File: src/design/tccw_pkg.sv
// Shared types, constants and address helper for the text console cell writer.
`timescale 1ns / 1ps

package tccw_pkg;

    localparam int COLUMNS      = 80;
    localparam int ROWS         = 25;
    localparam int CELLS        = COLUMNS * ROWS;
    localparam int LAST_ROW     = ROWS - 1;
    localparam int SCROLL_CELLS = COLUMNS * (ROWS - 1);

    localparam int COL_W  = 7;
    localparam int ROW_W  = 5;
    localparam int ADDR_W = 11;
    localparam int CELL_W = 16;

    localparam int IN_TDATA_W  = 32;
    localparam int IN_PAD_W    = IN_TDATA_W - 8 - 8 - ADDR_W;
    localparam int OUT_TDATA_W = 40;
    localparam int OUT_PAD_W   = OUT_TDATA_W - 8 - 8 - 8 - COL_W - ROW_W;

    localparam logic [7:0] CH_NEWLINE   = 8'd10;
    localparam logic [7:0] CH_BACKSPACE = 8'd8;

    typedef enum logic [1:0] {
        CMD_PRINT     = 2'd0,
        CMD_NEWLINE   = 2'd1,
        CMD_BACKSPACE = 2'd2,
        CMD_READ      = 2'd3
    } cmd_kind_t;

    typedef struct packed {
        cmd_kind_t          kind;
        logic [7:0]         char_code;
        logic [7:0]         attr_color;
        logic [ADDR_W-1:0]  cell_index;
    } cmd_t;

    function automatic logic [ADDR_W-1:0] cell_addr(input logic [COL_W-1:0] col,
                                                    input logic [ROW_W-1:0] row);
        return ADDR_W'(col) + ADDR_W'(row) * ADDR_W'(COLUMNS);
    endfunction

endpackage

File: src/design/tccw_front.sv
// Front end: accepts input items, classifies them and queues the commands.
`timescale 1ns / 1ps

module tccw_front (
    input  logic                             clk,
    input  logic                             rst_n,
    input  logic                             s_axis_tvalid,
    output logic                             s_axis_tready,
    input  logic [tccw_pkg::IN_TDATA_W-1:0]  s_axis_tdata,
    input  logic                             s_axis_tuser,
    input  logic                             clearing,
    output logic                             cmd_valid,
    output tccw_pkg::cmd_t                   cmd,
    input  logic                             cmd_pop
);

    tccw_pkg::cmd_t fifo_reg [2];
    tccw_pkg::cmd_t new_cmd;
    logic [1:0]     count_reg;
    logic [1:0]     count_next;
    logic           wr_ptr_reg;
    logic           rd_ptr_reg;
    logic           push;
    logic           pop;
    logic [7:0]     in_char;

    assign in_char = s_axis_tdata[7:0];

    always_comb
    begin
        new_cmd.char_code  = in_char;
        new_cmd.attr_color = s_axis_tdata[15:8];
        new_cmd.cell_index = s_axis_tdata[16 +: tccw_pkg::ADDR_W];
        priority if (s_axis_tuser)
        begin
            new_cmd.kind = tccw_pkg::CMD_READ;
        end
        else if (in_char == tccw_pkg::CH_NEWLINE)
        begin
            new_cmd.kind = tccw_pkg::CMD_NEWLINE;
        end
        else if (in_char == tccw_pkg::CH_BACKSPACE)
        begin
            new_cmd.kind = tccw_pkg::CMD_BACKSPACE;
        end
        else
        begin
            new_cmd.kind = tccw_pkg::CMD_PRINT;
        end
    end

    assign s_axis_tready = (count_reg != 2'd2) && !clearing;
    assign push          = s_axis_tvalid && s_axis_tready;
    assign cmd_valid     = (count_reg != 2'd0);
    assign pop           = cmd_pop && cmd_valid;
    assign cmd           = fifo_reg[rd_ptr_reg];

    always_comb
    begin
        count_next = count_reg;
        if (push && !pop)
        begin
            count_next = count_reg + 2'd1;
        end
        else if (pop && !push)
        begin
            count_next = count_reg - 2'd1;
        end
    end

    always_ff @(posedge clk or negedge rst_n)
    begin
        if (!rst_n)
        begin
            count_reg  <= 2'd0;
            wr_ptr_reg <= 1'b0;
            rd_ptr_reg <= 1'b0;
        end
        else
        begin
            count_reg <= count_next;
            if (push)
            begin
                wr_ptr_reg <= !wr_ptr_reg;
            end
            if (pop)
            begin
                rd_ptr_reg <= !rd_ptr_reg;
            end
        end
    end

    always_ff @(posedge clk)
    begin
        if (push)
        begin
            fifo_reg[wr_ptr_reg] <= new_cmd;
        end
    end

endmodule

File: config.mk
export PLATFORM = sky130hd
export DESIGN_NAME = tccw_front
export DESIGN_NICKNAME = d
export VERILOG_FILES = /design/src/design/tccw_pkg.sv /design/src/design/tccw_front.sv
export SDC_FILE = /design/constraint.sdc
export NUM_CORES = 1
export LEC_CHECK = 0
export BUFFER_PORTS_ARGS = -buffer_cell sky130_fd_sc_hd__buf_2
export CAP_MARGIN = 15
export CORE_ASPECT_RATIO = 0.5
export CORE_MARGIN = 4
export CORE_UTILIZATION = 40
export DETAILED_ROUTE_END_ITERATION = 7
export GPL_TIMING_DRIVEN = 1
export MAX_ROUTING_LAYER = met4
export PLACE_DENSITY = 0.62
export SLEW_MARGIN = 20
export SYNTH_ARGS = -nofsm -noshare
export SYNTH_HDL_FRONTEND = slang
export SYNTH_SLANG_ARGS = --single-unit
File: constraint.sdc
create_clock -name clk -period 3.1 [get_ports clk]
set_input_delay 0.155 -clock clk [delete_from_list [all_inputs] [get_ports clk]]
set_output_delay 0.155 -clock clk [all_outputs]
set_load 0.02 [all_outputs]
==> impl_metrics.py, run 1 <==
metrics = {
    "synth": {
        "syn_area_per_cell_sq_um": 20.4,
        "synth_area_sq_um": 2340,
        "ys_seq_elements": 62,
        "synth_top_cell_by_area": "edfxtp_1",
        "synth_edf_count": 58,
        "synth_area_leaders": "edfxtp_1 74%, mux2_2 14%, dfrtp_1 4.3%, xnor2_1 1.5%, buf_4 0.96%",
        "synth_nets": 154,
        "synth.top_cell.area_share": 0.744,
        "synthArstFlopShare": 0.0645,
        "synth_ff_type": "edfxtp_1",
        "yosysWarnings": 0,
        "ys_seq_area_frac": 0.787,
        "synth.distinct_cells": 18,
        "synthCells": 115,
    },
    "power": {
        "switching_share": 0.294,
        "p_comb_frac": 0.285,
        "sequentialPowerShare": 0.412,
        "p_per_area_nw_per_um2": 899,
        "p_clk_frac": 0.304,
        "p_leak_nw": 1.15,
        "p_int_mw": 1.91,
        "max-vdd-ir-drop_mv": 0.495,
        "p_sw_uw": 793,
    },
    "sta": {
        "post-route-period-util": 0.606,
        "skew_ns": 0.00198,
        "worst_pin_slew_ns": 0.900,
        "setup-tns-final_ns": 0,
        "maxSlewViolCount": 0,
        "max_slew_margin": 0.398,
        "max_freq_mhz": 532,
        "finalHoldViolations": 0,
        "grt_setup_unrepaired": "false",
        "fin_ws_ns": 1.22,
        "period_minus_slack_ns": 1.88,
        "setup_violations": 0,
    },
    "setup_path": {
        "critical_path_arrival_ns": 1.72,
        "cpMaxStageDelayCell": "dfrtp_1",
        "cpPeakStageDelay_ns": 0.49,
        "critPathLaunchType": "flip-flop",
        "worstSetupPathType": "flip-flop to primary output",
        "required_ns": 2.94,
        "path_max_fanout": 24,
        "cp-end-kind": "primary output",
        "crit_chain": "buf_4 -> mux2_2 -> buf_2",
    },
    "layout": {
        "syn_to_final_growth_pct": 28.3,
        "final_common_cell": "buf_2",
        "mostFrequentLayoutCells": "63 x buf_2, 58 x edfxtp_1, 29 x mux2_2, 9 x clkbuf_16",
        "fin_nets": 228,
        "drive_gt1_frac": 0.568,
        "largest_reg_flops": 58,
        "diodes": 0,
    },
    "clocking": {
        "clock-sinks": 62,
        "max-clock-path-buffers": 2,
        "clk_pin_slew_ns": 0.05,
        "cts-buffers-inserted": 9,
        "cts-root-buf": "clkbuf_16",
        "cts_tree": "yes",
        "clkLatencyLatePin_ns": 0.31,
        "cts-resized-gates": 0,
        "htreeDepth": 3,
    },
    "routing": {
        "antenna_left": 0,
        "vias": 1226,
        "drc": 0,
        "firstDrtPassIters": 4,
        "via_per_inst": 4.63,
        "routedWlPerCell_um": 14.9,
        "wl_um": 3940,
        "drt-initial-drc-count": 40,
    },
    "global_route": {
        "busiest_layer": "met2",
        "met3_usage": 0.0406,
        "track_usage": 0.118,
        "grt_max_degree": 30,
        "grt_antenna_before_repair": 0,
        "grt_pass1_vias": 1249,
        "use_met2": 0.213,
        "grt_pass1_wl_um": 5870,
        "grt-ovfl-total": 0,
        "use_met1": 0.119,
    },
    "floorplan": {
        "die_h_um": 62.1,
        "chipWidth_um": 116,
        "ioPinCount": 69,
        "die-area_sq_um": 7210,
        "rows": 19,
        "core_sq_um": 5560,
        "start_util": 0.421,
    },
    "flow_run": {
        "max_cap_violations": 0,
    },
    "place": {
        "port_buffers": 63,
        "gp_congestion": 0.728,
        "place_ws_ns": 1.27,
        "post-dp-hpwl_um": 2550,
    },
    "outcome": {
        "outcome": "completed",
    },
    "worst_hold_path": {
        "min_path_type": "primary input to flip-flop",
    },
}
==> cell type report <==
cell class                 instances  area, sq um
clock buffer                      11          233
clock inverter                     3         13.8
fill                             482         2560
inverter                           3         11.3
multi-input combinational         47          473
sequential                        62         1840
tap                               73         91.3
timing repair buffer              66          340
==> kinds of logic after synthesis <==
group,share of synthesized area
flip-flops,0.787
XOR/XNOR,0.0187
AO/OA/AOI/OAI,0.0139
buffers and inverters,0.0144
adder cells (fa/ha/maj),0.00534
multiplexers,0.139
AND/OR/NAND/NOR,0.0214
==> critical path: cells and delay by family, from the launching register on <==
kind     cells  cell delay (ns)
flops        1             0.49
mux          1             0.38
buf+inv      2             0.54
==> power by group through the flow <==
| stage | Sequential, mW | Clock (mW) | Combinational [mW] |
|---|---|---|---|
| global placement | 1.12 | 0 | 0.775 |
| global route | 1.12 | 0.889 | 0.831 |
| floorplan | 1.10 | 0 | 0.584 |
| CTS | 1.11 | 0.844 | 0.790 |
| detailed placement | 1.13 | 0 | 0.785 |
| finish | 1.11 | 0.820 | 0.769 |
==> worst paths after layout <==
path / from / cells past startpoint / end / slack (ns)
setup / recovery: rd_ptr_reg$_DFFE_PN0P_ / 3 / cmd[9] / 1.22
hold / removal: s_axis_tdata[19] / 1 / fifo_reg[0][3]$_DFFE_PP_ / 0.03
setup reg to reg: count_reg[0]$_DFFE_PN0P_ / 2 / fifo_reg[0][6]$_DFFE_PP_ / 1.31
hold reg to reg: wr_ptr_reg$_DFFE_PN0P_ / 1 / wr_ptr_reg$_DFFE_PN0P_ / 0.55
max in group asynchronous: rst_n / 2 / rd_ptr_reg$_DFFE_PN0P_ / 2.80
min in group asynchronous: rst_n / 2 / count_reg[0]$_DFFE_PN0P_ / 0.18
==> cell usage after synthesis (3+ instances only) <==
master	n
inv_1	3
xnor2_1	4
edfxtp_1	58
mux2_2	29
nor2_1	3
dfrtp_1	4
buf_4	3
==> per-layer routing <==
| metal | vias up | wire length (um) |
|---|---|---|
| met2 | 31 | 2140 |
| li1 | 591 | - |
| met1 | 600 | 1600 |
| met4 | 0 | 31 |
| met3 | 4 | 169 |
| met5 | - | 0 |
==> repair_timing <==
| item | CTS | global route |
|---|---|---|
| hold buffers | 1 | 0 |
| hold endpoints to repair | 4 | 0 |
| buffers inserted | 0 | 0 |
==> through the flow <==
step                      hold slack [ns]  total power [mW]  cells  cell area, sq um  utilization
after floorplan                    -0.141              1.69    115              2340            -
after global placement            -0.0397              1.90    250              2750        0.494
after detailed placement          -0.0334              1.91    250              2750        0.494
after CTS                          0.0203              2.75    265              3000        0.540
after global routing               0.0221              2.84    265              3000        0.540
final                              0.0332              2.70    265              3000        0.540
No activity file was read; power rests on OpenSTA's default activity.
==> inputs of run 2 (changes only) <==
--- a/config.mk
+++ b/config.mk
@@ -5,6 +5,7 @@
 export SDC_FILE = /design/constraint.sdc
 export NUM_CORES = 1
 export LEC_CHECK = 0
+export ABC_AREA = 1
 export BUFFER_PORTS_ARGS = -buffer_cell sky130_fd_sc_hd__buf_2
 export CAP_MARGIN = 15
 export CORE_ASPECT_RATIO = 0.5
@@ -13,7 +14,7 @@
 export DETAILED_ROUTE_END_ITERATION = 7
 export GPL_TIMING_DRIVEN = 1
 export MAX_ROUTING_LAYER = met4
-export PLACE_DENSITY = 0.62
+export PLACE_DENSITY = 0.65
 export SLEW_MARGIN = 20
 export SYNTH_ARGS = -nofsm -noshare
 export SYNTH_HDL_FRONTEND = slang
==> constraint.sdc (replaced) <==
create_clock -name clk -period 1.7 [get_ports clk]
set_input_delay 0.085 -clock clk [delete_from_list [all_inputs] [get_ports clk]]
set_output_delay 0.085 -clock clk [all_outputs]
set_load 0.02 [all_outputs]
==> run 2 against run 1 <==
Setup slack worse by 1.1 ns. Critical path depth is 1 higher. Synthesized cell count rose by 74%. Sequential power increased by 79%. Cell count up 43%. Worst hold slack better by 0.0031 ns. Die area up 2.1%. Clock skew is essentially flat. Largest cell class unchanged. Largest power group unchanged.
==> impl_metrics.py, run 2 <==
metrics = {
    "sta": {
        "grt_setup_unrepaired": "false",
        "max_slew_margin": 0.644,
        "max_freq_mhz": 644,
        "worst_pin_slew_ns": 0.533,
        "maxSlewViolCount": 0,
        "skew_ns": 0.00221,
        "post-route-period-util": 0.913,
        "setup_violations": 0,
        "period_minus_slack_ns": 1.55,
        "setup-tns-final_ns": 0,
        "finalHoldViolations": 0,
    },
    "global_route": {
        "track_usage": 0.136,
        "use_met2": 0.240,
        "grt_pass1_wl_um": 7610,
        "busiest_layer": "met2",
        "grt_antenna_before_repair": 0,
        "grt_pass1_vias": 1706,
        "grt-ovfl-total": 0,
        "grt_max_degree": 31,
        "met3_usage": 0.0515,
        "use_met1": 0.140,
    },
    "setup_path": {
        "critical_path_arrival_ns": 1.47,
        "path_delay_family": "buffers and inverters",
        "required_ns": 1.62,
        "worstSetupPathType": "flip-flop to primary output",
        "cp-end-kind": "primary output",
        "reg2regPathDepth": 9,
        "reg2reg_to": "count_reg[1]$_DFFE_PN0P_",
        "r2r_start": "count_reg[0]$_DFFE_PN0P_",
        "cpPeakStageDelay_ns": 0.41,
        "reg2reg_slack_ns": 0.20,
        "critPathLaunchType": "flip-flop",
        "crit_chain": "inv_2 -> nand2_1 -> nand2_1 -> buf_2",
        "crit_path_frequent_cell": "nand2_1",
        "cpMaxStageDelayCell": "inv_2",
        "critPathBufInv": 2,
        "path_max_fanout": 30,
    },
    "synth": {
        "synth_top_cell_by_area": "edfxtp_1",
        "ys_seq_area_frac": 0.769,
        "syn_area_per_cell_sq_um": 12.0,
        "synth_area_sq_um": 2400,
        "synth_edf_count": 58,
        "synthCells": 200,
        "synthArstFlopShare": 0.0645,
        "synth.top_cell.area_share": 0.727,
        "ys_seq_elements": 62,
        "synth_ff_type": "edfxtp_1",
        "synth_nets": 239,
        "synth.distinct_cells": 14,
        "yosys.cell_count.top_type": "nand2_1",
        "yosysWarnings": 0,
        "synth_area_leaders": "edfxtp_1 73%, nand2_1 16%, dfrtp_1 4.2%, inv_1 1.7%, buf_2 1.3%",
        "synth_commonest_cells": "104 x nand2_1, 58 x edfxtp_1, 11 x inv_1, 6 x buf_2, 5 x nor2_1",
    },
    "clocking": {
        "cts-buffers-inserted": 9,
        "cts-root-buf": "clkbuf_16",
        "htreeDepth": 3,
        "cts-resized-gates": 0,
        "max-clock-path-buffers": 2,
        "cts_tree": "yes",
        "clkLatencyLatePin_ns": 0.31,
        "clk_pin_slew_ns": 0.05,
        "clock-sinks": 62,
    },
    "worst_hold_path": {
        "hold_path_startpoint": "cmd_pop",
        "min_path_type": "primary input to flip-flop",
        "whs_endpoint": "rd_ptr_reg$_DFFE_PN0P_",
        "whs_path_depth": 3,
    },
    "power": {
        "max-vdd-ir-drop_mv": 0.837,
        "p_per_area_nw_per_um2": 1580,
        "p_leak_nw": 1.52,
    },
    "layout": {
        "drive_gt1_frac": 0.278,
        "fin_area_sq_um": 3400,
        "mostFrequentLayoutCells": "104 x nand2_1, 63 x buf_2, 58 x edfxtp_1, 28 x dlygate4sd3_1, 11 x inv_1",
        "largest_reg_flops": 58,
        "final_common_cell": "nand2_1",
        "fin_nets": 340,
        "diodes": 0,
        "syn_to_final_growth_pct": 42.1,
    },
    "place": {
        "post-dp-hpwl_um": 2990,
        "port_buffers": 63,
        "postPlaceCellArea_sq_um": 2840,
        "gp_congestion": 0.735,
    },
    "floorplan": {
        "ioPinCount": 69,
        "die_h_um": 62.7,
        "chipWidth_um": 117,
        "rows": 19,
        "core_sq_um": 5630,
        "die-area_sq_um": 7370,
        "start_util": 0.425,
    },
    "routing": {
        "wl_um": 4520,
        "firstDrtPassIters": 4,
        "routedWlPerCell_um": 11.9,
        "drt-initial-drc-count": 24,
        "vias": 1687,
        "via_per_inst": 4.45,
        "antenna_left": 0,
        "drc": 0,
    },
    "flow_run": {
        "max_cap_violations": 0,
    },
    "outcome": {
        "outcome": "completed",
    },
}
## run 2: what timing repair did
action                                 CTS  global route
endpoints found under the hold margin   58             0
setup buffers                            0             0
hold buffers                            28             0
## run 2: layer usage
metal | part of all wire | vias up
li1 | - | 863
met1 | 0.42 | 784
met2 | 0.53 | 35
met3 | 0.040 | 5
met4 | 0.010 | 0
met5 | 0 | -
## run 2: cell type report
class,count,area [sq um]
fill,428,2230
clock buffer,10,229
inverter,13,48.8
sequential,62,1840
timing repair buffer,96,658
multi-input combinational,119,483
tap,73,91.3
clock inverter,6,52.6
## run 2: worst max-delay path by stage
stage                     slack [ns]                     start                  endpoint  cells past startpoint
final                           0.15    rd_ptr_reg$_DFFE_PN0P_                    cmd[1]                      4
after global routing           0.008    rd_ptr_reg$_DFFE_PN0P_                   cmd[27]                      4
after CTS                       0.09    rd_ptr_reg$_DFFE_PN0P_                    cmd[1]                      4
after detailed placement        0.19  count_reg[0]$_DFFE_PN0P_  count_reg[1]$_DFFE_PN0P_                      9
after global placement          0.27  count_reg[0]$_DFFE_PN0P_  count_reg[1]$_DFFE_PN0P_                      9
after floorplan                 0.14  count_reg[0]$_DFFE_PN0P_  fifo_reg[0][0]$_DFFE_PP_                      4
## run 2: logic make-up after synthesis
group,count (synthesis),share of synthesized area
XOR/XNOR,1,0.00366
buffers and inverters,19,0.0329
adder cells (fa/ha/maj),1,0.00522
flip-flops,62,0.769
AND/OR/NAND/NOR,116,0.187
AO/OA/AOI/OAI,1,0.00209
## run 2: stage by stage
| step | power (mW) | hold slack, ns | setup WS (ns) | std cells | util |
|---|---|---|---|---|---|
| floorplan | 3.14 | -0.211 | 0.136 | 200 | - |
| global placement | 3.69 | -0.101 | 0.273 | 335 | 0.505 |
| detailed placement | 3.73 | -0.104 | 0.190 | 335 | 0.505 |
| CTS | 5.46 | 0.0295 | 0.0898 | 379 | 0.604 |
| global route | 5.71 | 0.0684 | 0.00832 | 379 | 0.604 |
| finish | 5.38 | 0.0363 | 0.148 | 379 | 0.604 |
## run 2: report_power, final
| group | leakage (nW) | switching (mW) | internal, mW |
|---|---|---|---|
| clock network | 0.141 | 0.554 | 1.11 |
| registers | 0.578 | 0.0739 | 1.92 |
| logic | 0.805 | 1.18 | 0.552 |
## run 2: worst register-to-register path, delay by kind of cell (launching register included)
kind          cells  cell delay, ns
simple gates      5            0.41
buf+inv           3            0.25
flops             1            0.42
fa+ha+maj         1            0.32
==> inputs of run 3 (changes only) <==
--- a/config.mk
+++ b/config.mk
@@ -5,9 +5,7 @@
 export SDC_FILE = /design/constraint.sdc
 export NUM_CORES = 1
 export LEC_CHECK = 0
-export ABC_AREA = 1
 export BUFFER_PORTS_ARGS = -buffer_cell sky130_fd_sc_hd__buf_2
-export CAP_MARGIN = 15
 export CORE_ASPECT_RATIO = 0.5
 export CORE_MARGIN = 4
 export CORE_UTILIZATION = 40
==> run 3 against run 2 <==
First-iteration DRC count increased by 17%. Die area shrank 2.1%. Total power down 5.7%. Clock skew rose by 0.0047 ns. Critical path depth decreased by 1. Combinational power down 12%. Register-to-register slack better by 0.07 ns. Critical endpoint is now cmd[17]. Largest cell class unchanged. Highest routed layer unchanged. Wire length decreased by 5.0%. Via count down 20%. Largest power group unchanged.
==> impl_metrics.py, run 3 (synthesis gave the netlist of run 1 again) <==
metrics = {
    "setup_path": {
        "reg2reg_slack_ns": 0.27,
        "path_max_fanout": 25,
        "worstSetupPathType": "flip-flop to primary output",
        "reg2reg_to": "count_reg[1]$_DFFE_PN0P_",
        "reg2regPathDepth": 6,
        "cpPeakStageDelay_ns": 0.45,
        "crit_chain": "buf_12 -> mux2_2 -> buf_2",
        "critPathLaunchType": "flip-flop",
        "r2r_start": "count_reg[0]$_DFFE_PN0P_",
        "cp-end-kind": "primary output",
        "required_ns": 1.62,
        "critical_path_arrival_ns": 1.51,
        "cpMaxStageDelayCell": "dfrtp_2",
    },
    "routing": {
        "drc": 0,
        "drt-initial-drc-count": 28,
        "antenna_left": 0,
        "wl_um": 4300,
        "vias": 1347,
        "routedWlPerCell_um": 14.6,
        "via_per_inst": 4.57,
        "firstDrtPassIters": 4,
    },
    "layout": {
        "seqCellArea_sq_um": 1840,
        "utilization": 0.599,
        "syn_to_final_growth_pct": 42.3,
        "multi_input_area_sq_um": 474,
        "nFillCells": 447,
        "drive_gt1_frac": 0.500,
        "diodes": 0,
        "final_common_cell": "buf_2",
        "mostFrequentLayoutCells": "63 x buf_2, 58 x edfxtp_1, 29 x mux2_2, 28 x dlygate4sd3_1, 9 x clkbuf_16",
        "fin_area_sq_um": 3330,
        "fin_nets": 257,
        "largest_reg_flops": 58,
    },
    "clocking": {
        "clk_pin_slew_ns": 0.05,
        "cts-buffers-inserted": 9,
        "clkLatencyLatePin_ns": 0.32,
        "max-clock-path-buffers": 2,
        "postCtsSetupBuffers": 0,
        "clock-sinks": 62,
        "cts_tree": "yes",
        "cts-root-buf": "clkbuf_16",
        "htreeDepth": 3,
    },
    "place": {
        "gp_congestion": 0.719,
        "port_buffers": 63,
        "postPlaceCellArea_sq_um": 2800,
        "post-dp-hpwl_um": 2730,
    },
    "worst_hold_path": {
        "hold_path_startpoint": "cmd_pop",
        "whs_path_depth": 3,
        "whs_endpoint": "rd_ptr_reg$_DFFE_PN0P_",
        "min_path_type": "primary input to flip-flop",
    },
    "global_route": {
        "grt_antenna_before_repair": 0,
        "grt_max_degree": 30,
        "grt_pass1_wl_um": 6780,
        "grt-ovfl-total": 0,
        "grt_pass1_vias": 1432,
        "track_usage": 0.135,
    },
    "sta": {
        "worst_pin_slew_ns": 0.362,
        "maxSlewViolCount": 0,
        "finalHoldViolations": 0,
        "grt_setup_unrepaired": "false",
        "skew_ns": 0.00689,
        "post-route-period-util": 0.937,
        "whs_ns": 0.0408,
        "max_slew_margin": 0.756,
        "max_freq_mhz": 628,
        "setup_violations": 0,
        "setup-tns-final_ns": 0,
        "period_minus_slack_ns": 1.59,
    },
    "floorplan": {
        "ioPinCount": 69,
        "start_util": 0.421,
        "die-area_sq_um": 7210,
        "die_h_um": 62.1,
        "rows": 19,
        "core_sq_um": 5560,
        "chipWidth_um": 116,
    },
    "flow_run": {
        "max_cap_violations": 0,
    },
    "power": {
        "p_per_area_nw_per_um2": 1520,
        "max-vdd-ir-drop_mv": 0.787,
        "p_leak_nw": 1.28,
    },
    "outcome": {
        "outcome": "completed",
    },
}
==> run 3: cell type report <==
class / count / area share
inverters: 3 / 0.00338
repair buffers: 95 / 0.199
well taps: 73 / 0.0274
clock buffers: 11 / 0.0699
clock inverters: 4 / 0.00451
flip-flops and latches: 62 / 0.553
multi-input cells: 47 / 0.142
==> run 3: where the power goes <==
group | total [mW] | internal (mW) | switching (mW)
clock network | 1.52 | 0.954 | 0.561
logic | 1.53 | 0.708 | 0.821
registers | 2.03 | 1.92 | 0.107
==> run 3: stage by stage <==
step                      instances  power (mW)  setup WS, ns
after floorplan                 115        3.08         0.113
after CTS                       295        5.16        0.0812
after detailed placement        252        3.57         0.260
after global routing            295        5.35        0.0504
after global placement          252        3.54         0.302
final                           295        5.07         0.106
==> run 3: worst max-delay path, delay by kind of cell, from the launching register on <==
kind     cells  cell delay (ns)
flops        1             0.45
buf+inv      2             0.37
mux          1             0.36
==> run 3: how the worst max path moves through the flow <==
| stage | slack, ns | cells past startpoint | startpoint | to |
|---|---|---|---|---|
| global placement | 0.30 | 4 | count_reg[1]$_DFFE_PN0P_ | fifo_reg[1][10]$_DFFE_PP_ |
| detailed placement | 0.26 | 4 | count_reg[1]$_DFFE_PN0P_ | fifo_reg[1][14]$_DFFE_PP_ |
| CTS | 0.08 | 3 | rd_ptr_reg$_DFFE_PN0P_ | cmd[17] |
| floorplan | 0.11 | 3 | count_reg[1]$_DFFE_PN0P_ | fifo_reg[1][0]$_DFFE_PP_ |
| global route | 0.05 | 3 | rd_ptr_reg$_DFFE_PN0P_ | cmd[17] |
| finish | 0.11 | 3 | rd_ptr_reg$_DFFE_PN0P_ | cmd[17] |
==> run 3: routing by layer <==
metal	vias up	global-route usage	wire [um]
met5	-	-	0
met4	0	0.0446	40
met3	5	0.0551	201
met2	27	0.247	2390
met1	662	0.135	1670
li1	653	-	-
==> run 3: timing repair <==
item / CTS / global route
hold buffers: 28 / 0
endpoints found under the hold margin: 58 / 0
endpoints found under the setup margin: 1 / 0
gates resized for setup: 1 / 0
